<file path="config.mk">
export PLATFORM = sky130hd
export DESIGN_NAME = differential_throttle_mixer
export DESIGN_NICKNAME = d
export VERILOG_FILES = /design/src/hdl/dtm_pkg.sv /design/src/hdl/differential_throttle_mixer.sv /design/src/hdl/dtm_cfg.sv /design/src/hdl/dtm_mix.sv
export SDC_FILE = /design/constraint.sdc
export NUM_CORES = 1
export LEC_CHECK = 0
export BUFFER_PORTS_ARGS = -buffer_cell sky130_fd_sc_hd__clkbuf_2
export CAP_MARGIN = 10
export CORE_ASPECT_RATIO = 0.9
export CORE_MARGIN = 3
export CORE_UTILIZATION = 39
export CTS_CLUSTER_SIZE = 8
export DETAILED_ROUTE_END_ITERATION = 7
export SYNTH_ARGS = -nofsm -noshare
export SYNTH_HDL_FRONTEND = slang
export SYNTH_HIERARCHICAL = 1
export SYNTH_SLANG_ARGS = --single-unit
</file>
<file path="constraint.sdc">
create_clock -name clk -period 18.9 [get_ports clk]
set_clock_uncertainty 0.2 [all_clocks]
set_input_delay 4.725 -clock clk [delete_from_list [all_inputs] [get_ports clk]]
set_output_delay 4.725 -clock clk [all_outputs]
set_load 0.01 [all_outputs]
</file>
<file path="src/hdl/dtm_pkg.sv">
// ----------------------------------------------------------------------------
// dtm_pkg: shared types and constants for the differential throttle mixer
// Payload structs, configuration bundle, register indexes and range helper.
// ----------------------------------------------------------------------------
package dtm_pkg;

  // Pulse widths are microsecond ticks held in 15 unsigned bits.
  localparam int RegW      = 15;
  localparam int CfgIndexW = 2;

  // Signed working width: wide enough for every sum and difference of the
  // mix, including the lowered side after a floor correction.
  localparam int SumW = RegW + 3;

  localparam logic [RegW-1:0] GyroCentre = RegW'(1500);
  localparam logic [RegW-1:0] ResetLow   = RegW'(700);
  localparam logic [RegW-1:0] ResetHigh  = RegW'(2300);

  // Configuration register indexes.
  localparam logic [CfgIndexW-1:0] REG_THROTTLE_LOW  = CfgIndexW'(0);
  localparam logic [CfgIndexW-1:0] REG_THROTTLE_HIGH = CfgIndexW'(1);
  localparam logic [CfgIndexW-1:0] REG_GYRO_LOW      = CfgIndexW'(2);
  localparam logic [CfgIndexW-1:0] REG_GYRO_HIGH     = CfgIndexW'(3);

  typedef logic [RegW-1:0]        width_t;
  typedef logic signed [SumW-1:0] sum_t;

  typedef struct packed {
    width_t throttle_width;
    width_t gyro_width;
  } sample_t;

  typedef struct packed {
    width_t left_motor;
    width_t right_motor;
    logic   updated;
  } mix_t;

  typedef struct packed {
    width_t throttle_low;
    width_t throttle_high;
    width_t gyro_low;
    width_t gyro_high;
  } cfg_t;

  // Zero-extend an unsigned width into the signed working width.
  function automatic sum_t widen(input width_t w);
    widen = $signed({{(SumW-RegW){1'b0}}, w});
  endfunction

  // Inclusive range check on signed working values.
  function automatic logic within_limits(input sum_t v, input width_t lo, input width_t hi);
    within_limits = (v >= widen(lo)) && (v <= widen(hi));
  endfunction

endpackage

</file>
<file path="src/hdl/differential_throttle_mixer.sv">
// ----------------------------------------------------------------------------
// differential_throttle_mixer: two-motor throttle and gyro mixer
// Turns each throttle/gyro pulse-width pair into left and right motor widths.
// ----------------------------------------------------------------------------
//
//   Channel   Signals                         Direction  Beat content
//   sample    sample_valid/_stall, sample     in         throttle, gyro widths
//   mix       mix_valid/_stall, mix           out        left, right, updated
//   cfg       cfg_write, cfg_index, cfg_data  in         one limit register
//
// Every sample beat yields exactly one mix beat, through the input register
// and then the output register. One beat is accepted per cycle unless sample
// is stalled; a short add, shift and compare path joins the two registers.
// Synchronous reset empties both registers and restores the limits and the
// held motor widths to their power-on values. A stall on mix only stalls
// sample once both registers hold a beat.
// ----------------------------------------------------------------------------
module differential_throttle_mixer import dtm_pkg::*; (
  input  logic                 clk,
  input  logic                 rst,
  input  logic                 sample_valid,
  output logic                 sample_stall,
  input  sample_t              sample,
  output logic                 mix_valid,
  input  logic                 mix_stall,
  output mix_t                 mix,
  input  logic                 cfg_write,
  input  logic [CfgIndexW-1:0] cfg_index,
  input  width_t               cfg_data
);

  cfg_t    cfg;
  sample_t stage;
  logic    stage_valid;
  width_t  left_hold;
  width_t  right_hold;
  mix_t    result;
  logic    advance;
  logic    take;

  dtm_cfg u_cfg (
    .clk       (clk),
    .rst       (rst),
    .cfg_write (cfg_write),
    .cfg_index (cfg_index),
    .cfg_data  (cfg_data),
    .cfg       (cfg)
  );

  // The mix works on the staged beat against the currently held widths.
  dtm_mix u_mix (
    .sample     (stage),
    .cfg        (cfg),
    .left_hold  (left_hold),
    .right_hold (right_hold),
    .result     (result)
  );

  // The staged beat moves on whenever the output register is free or is
  // being emptied in this cycle.
  assign advance      = stage_valid && (!mix_valid || !mix_stall);
  assign sample_stall = stage_valid && mix_valid && mix_stall;
  assign take         = sample_valid && !sample_stall;

  always_ff @(posedge clk) begin
    if (rst) begin
      stage_valid <= 1'b0;
    end else begin
      stage_valid <= take || (stage_valid && !advance);
    end
  end

  always_ff @(posedge clk) begin
    if (take) begin
      stage <= sample;
    end
  end

  always_ff @(posedge clk) begin
    if (rst) begin
      mix_valid <= 1'b0;
    end else if (advance) begin
      mix_valid <= 1'b1;
    end else if (!mix_stall) begin
      mix_valid <= 1'b0;
    end
  end

  always_ff @(posedge clk) begin
    if (advance) begin
      mix <= result;
    end
  end

  // Held motor widths change only when a beat passes both range checks.
  always_ff @(posedge clk) begin
    if (rst) begin
      left_hold  <= ResetLow;
      right_hold <= ResetLow;
    end else if (advance && result.updated) begin
      left_hold  <= result.left_motor;
      right_hold <= result.right_motor;
    end
  end

endmodule

</file>
<file path="src/hdl/dtm_cfg.sv">
// ----------------------------------------------------------------------------
// dtm_cfg: configuration registers
// Four calibration limits, written through a plain index/data write port.
// ----------------------------------------------------------------------------
module dtm_cfg import dtm_pkg::*; (
  input  logic                 clk,
  input  logic                 rst,
  input  logic                 cfg_write,
  input  logic [CfgIndexW-1:0] cfg_index,
  input  width_t               cfg_data,
  output cfg_t                 cfg
);

  always_ff @(posedge clk) begin
    if (rst) begin
      cfg.throttle_low  <= ResetLow;
      cfg.throttle_high <= ResetHigh;
      cfg.gyro_low      <= ResetLow;
      cfg.gyro_high     <= ResetHigh;
    end else if (cfg_write) begin
      unique case (cfg_index)
        REG_THROTTLE_LOW:  cfg.throttle_low  <= cfg_data;
        REG_THROTTLE_HIGH: cfg.throttle_high <= cfg_data;
        REG_GYRO_LOW:      cfg.gyro_low      <= cfg_data;
        REG_GYRO_HIGH:     cfg.gyro_high     <= cfg_data;
        default: ;
      endcase
    end
  end

endmodule

</file>
<file path="src/hdl/dtm_mix.sv">
// ----------------------------------------------------------------------------
// dtm_mix: mixing datapath
// Range checks, halved gyro offset, floor correction and final motor check.
// ----------------------------------------------------------------------------
module dtm_mix import dtm_pkg::*; (
  input  sample_t sample,
  input  cfg_t    cfg,
  input  width_t  left_hold,
  input  width_t  right_hold,
  output mix_t    result
);

  sum_t thr;
  sum_t gyr;
  sum_t offset;
  sum_t left_raw;
  sum_t right_raw;
  sum_t floor_v;
  sum_t left_fix;
  sum_t right_fix;
  logic inputs_ok;
  logic outputs_ok;

  always_comb begin
    thr     = widen(sample.throttle_width);
    gyr     = widen(sample.gyro_width);
    floor_v = widen(cfg.throttle_low);

    // Arithmetic shift halves the offset, rounding toward minus infinity.
    offset    = (gyr - widen(GyroCentre)) >>> 1;
    left_raw  = thr + offset;
    right_raw = thr - offset;

    // A side under the floor is raised to it; the other side gives way.
    priority if (left_raw < floor_v) begin
      left_fix  = floor_v;
      right_fix = right_raw - (floor_v - left_raw);
    end else if (right_raw < floor_v) begin
      right_fix = floor_v;
      left_fix  = left_raw - (floor_v - right_raw);
    end else begin
      left_fix  = left_raw;
      right_fix = right_raw;
    end

    inputs_ok  = within_limits(thr, cfg.throttle_low, cfg.throttle_high) &&
                 within_limits(gyr, cfg.gyro_low, cfg.gyro_high);
    outputs_ok = within_limits(left_fix, cfg.throttle_low, cfg.throttle_high) &&
                 within_limits(right_fix, cfg.throttle_low, cfg.throttle_high);

    result.updated = inputs_ok && outputs_ok;
    if (result.updated) begin
      result.left_motor  = left_fix[RegW-1:0];
      result.right_motor = right_fix[RegW-1:0];
    end else begin
      result.left_motor  = left_hold;
      result.right_motor = right_hold;
    end
  end

endmodule

</file>
==> key figures <==
Logic synthesis
  – Cells after Synth: approximately 1,400
  – Synth Flop Type: dfxtp_1
  – Number of library cell types mapped by synthesis: a little under 80
  – Post-synthesis mux area share: between 10% and 20%
  – Post-synth ARST share: 0%
  – Post-Synth Simple-Gate Area: between 10% and 20%
  – Largest family of logic cells by synthesized area: adder cells
  – Yosys warns: 6
  – Avg Cell Area, Syn: between 9 and 10 sq um
  – Post-Synth Adder-Cell Area: about 22%
  – Post-synthesis xor/xnor area fraction: under 10%
  – EDFF count, synth: 61
  – Seq/Total Area, Yosys: between 20% and 30%
  – Synth Area in Compound Gates: about 16%
  – Synth top area cells: ha_1 20%, dfxtp_1 14%, edfxtp_1 14%
  – Syn Nets: approximately 1,600
  – Synth Register Bits: between 150 and 200
  – Share of the synthesized area in the top cell type: between 10% and 20%
  – Netlist Area Pre-Place: 12,900 sq um
  – Post-synth top area cell: ha_1

Power
  – Internal Power: ~970 uW
  – Combinational power share: 57.2%
  – Sequential fraction of design power: about a fifth
  – Pwr/cell area: around 120 nW/um^2
  – Clk pwr share: 21.7%
  – Static leakage: around 0.0064 uW
  – Switch share: 44.6%
  – Switching power: 776 uW
  – Peak supply drop: slightly above 0.08 mV

Die
  – Die Ht: roughly 180 microns
  – Initial core utilization: roughly 40%
  – Cell Rows: 62
  – Core ar.: 32,300 sq um
  – Chip width: a little under 200 microns
  – Overall die area: 35,400 sq um
  – Top Ports: 85

Routing
  – Drt first pass iters: 5
  – Drt wl/cell: just under 20 microns
  – DR iter-0 viols: ~780
  – Routed WL: approximately 37,000 microns
  – Vias: slightly above 10,000
  – Via/cell ratio: ~5.5
  – DRC violations left: 0
  – Antenna-violating nets left: 0

Timing
  – Slew HR: 24.5%
  – Setup-failing EPs final: 0
  – Worst hold slack: about 280 ps
  – Post-route setup slack: 7900 ps
  – Crit share post-route: between 50% and 60%
  – Slew Limit Fails: 0
  – Final worst path period need: between 10,000 and 15,000 ps
  – Slew @ Worst Pin: about 1100 ps
  – TNS Setup: 0 ps
  – Fin. Hold Viols: 0
  – RSZ-0062 raised after global routing: false
  – Peak Freq: a little over 0.09 GHz

Run
  – Max_cap viols: 0

Global routing
  – Global-route wire length before repair: ~57,000 microns
  – Antenna violations before repair: 0
  – Vias in the first global route: between 10,000 and 15,000
  – GRT overflow: 0
  – Largest net degree at the start of global routing: 69
  – Gr usage total: between 20% and 30%

Clock network
  – TritonCTS buffer count: 17
  – Max clock buf depth: 2
  – CTS tree: done
  – Clock Pin Slew Worst Setup and Hold Paths: 70 ps
  – Hold-fix buffers at CTS: 0
  – CTS H-tree lvls: 4
  – Clk root buf: clkbuf_16
  – Clock tree sinks: around 150
  – Resized cells post-CTS: 0
  – Worst-Skew Late Latency: roughly 440 ps
  – Post-CTS Setup Bufs: 0

Finish
  – Commonest non-fill, non-tap cell in the layout: ha_1
  – Layout fillers: approximately 3,200
  – Area of the multi-input gates: approximately 8600 sq um
  – Final net count: ~1,700
  – Area delta synth->final: 10.6%
  – Commonest non-fill, non-tap cells in the layout: 203 x ha_1, 133 x nor2_1, 103 x inv_1
  – Final instance area: 14,300 sq um
  – Diode count: 0
  – Area taken by flip-flops and latches: roughly 3700 sq um
  – Fin util: 44.3%
  – Layout cell share with drive strength beyond 1: around 13%

Setup path
  – Crit-path slowest cell: inv_1
  – CP Max Fanout: 38
  – Nature of the critical path endpoint: register
  – R2r setup slk: ~7900 ps
  – CP required: about 19,000 ps
  – Most used cell, CP: ha_1
  – Crit path kind: register to register
  – R2R Path End: left_hold[4]
  – Largest stage delay, worst path: between 900 and 1000 ps
  – Critical Path Start Type: register
  – CP Data Arrival Time: 11,170 ps
  – RR Startpoint: stage[2]
  – Worst reg-to-reg path cell count: 38
  – CP delay by family, top: compound AO/OA/AOI/OAI gates
  – Critical path buffer and inverter count: 5

Placed design
  – I/O Buffers: 84
  – Routability congestion estimate: 0.986
  – Post-detail-place hpwl: 29,400 microns
  – Placement Setup Slack: around 8300 ps
  – Placed inst area: 13,700 sq um

Min path
  – Hold path endpoint: u_cfg/cfg[31]
  – Worst Hold Launch: u_cfg/cfg[31]
  – Tightest Hold Check Type: register to register
  – Min-Delay Path Depth: 2

Status
  – Status: finished, final reports clean
## metal layers
metal | GRT usage [%] | part of all wire, % | up-vias
li1 | - | - | 5040
met1 | 29.9 | 48 | 4970
met2 | 34.2 | 46 | 260
met3 | 2.93 | 5.4 | 21
met4 | 4.10 | 0.92 | 0
met5 | 0 | 0 | -
## worst min-delay path: cells and delay by family (launching register included)
family | cells | cell delay (ps)
simple gates | 1 | 60
flops | 1 | 310
mux | 1 | 60
## worst max-delay path by stage
stage | from | endpoint | slack, ps | cells past startpoint
5_1_grt | stage[2] | right_hold[5] | 7310 | 38
6_report | stage[2] | left_hold[4] | 7900 | 38
2_1_floorplan | mix_stall | sample_stall | 9040 | 1
3_5_place_dp | stage[2] | right_hold[7] | 8260 | 38
3_3_place_gp | stage[2] | right_hold[7] | 8530 | 36
4_1_cts | stage[2] | right_hold[5] | 8190 | 38
## synthesized netlist by cell type, types with 5 or more instances
cell type  instances
nand3_1           31
nor3_1            14
nor4_1             9
buf_2             17
nand2_1           58
o21a_1            16
mux2i_1           92
xor2_1            15
o21bai_1           6
o221ai_1           5
inv_1            103
edfxtp_1          61
ha_1             203
a31oi_1            9
nor2_1           133
nor2b_1           10
xnor2_1           39
o21ai_0           52
mux2_4            27
clkbuf_1          23
a211o_1            5
nand2b_1          60
a211oi_1          20
a21o_1            20
a21oi_2           11
o211ai_1           9
dfxtp_1           92
buf_6              8
o31ai_1            6
a21bo_2            7
fa_1              17
nand4_1           16
a21oi_1           90
a21bo_1           11
## stage by stage
stage               instances  total power, uW
detailed placement       1827             1340
global placement         1827             1330
global route             1859             1870
floorplan                1373             1060
CTS                      1859             1730
finish                   1859             1740
## state kept, by name (all words and copies together) (netlist names)
name / flops
u_cfg/cfg: 60
mix: 31
stage: 30
left_hold: 15
right_hold: 15
mix_valid: 1
stage_valid: 1
## layout make-up
type / instances / share of cell area, %
multi-input combinational: 1063 / 60.1
sequential: 153 / 25.7
tap: 416 / 3.64
timing repair buffer: 91 / 3.32
clock buffer: 19 / 3.03
inverter: 104 / 2.73
clock inverter: 13 / 1.50
## power groups by stage
stage / clock network [uW] / registers, uW / logic [uW]
final: 379 / 366 / 997
after detailed placement: 0 / 374 / 968
after global placement: 0 / 373 / 961
after CTS: 386 / 366 / 978
after floorplan: 0 / 369 / 691
after global routing: 399 / 367 / 1100
## kinds of logic (layout without fill, tap and decap cells)
| family | after synthesis | in the layout |
|---|---|---|
| mux | 123 | 123 |
| simple gates | 356 | 356 |
| buf+inv | 157 | 227 |
| flops | 153 | 153 |
| xor+xnor | 54 | 54 |
| fa+ha+maj | 220 | 220 |
| compound gates | 310 | 310 |
(Power assumes the default switching activity.)
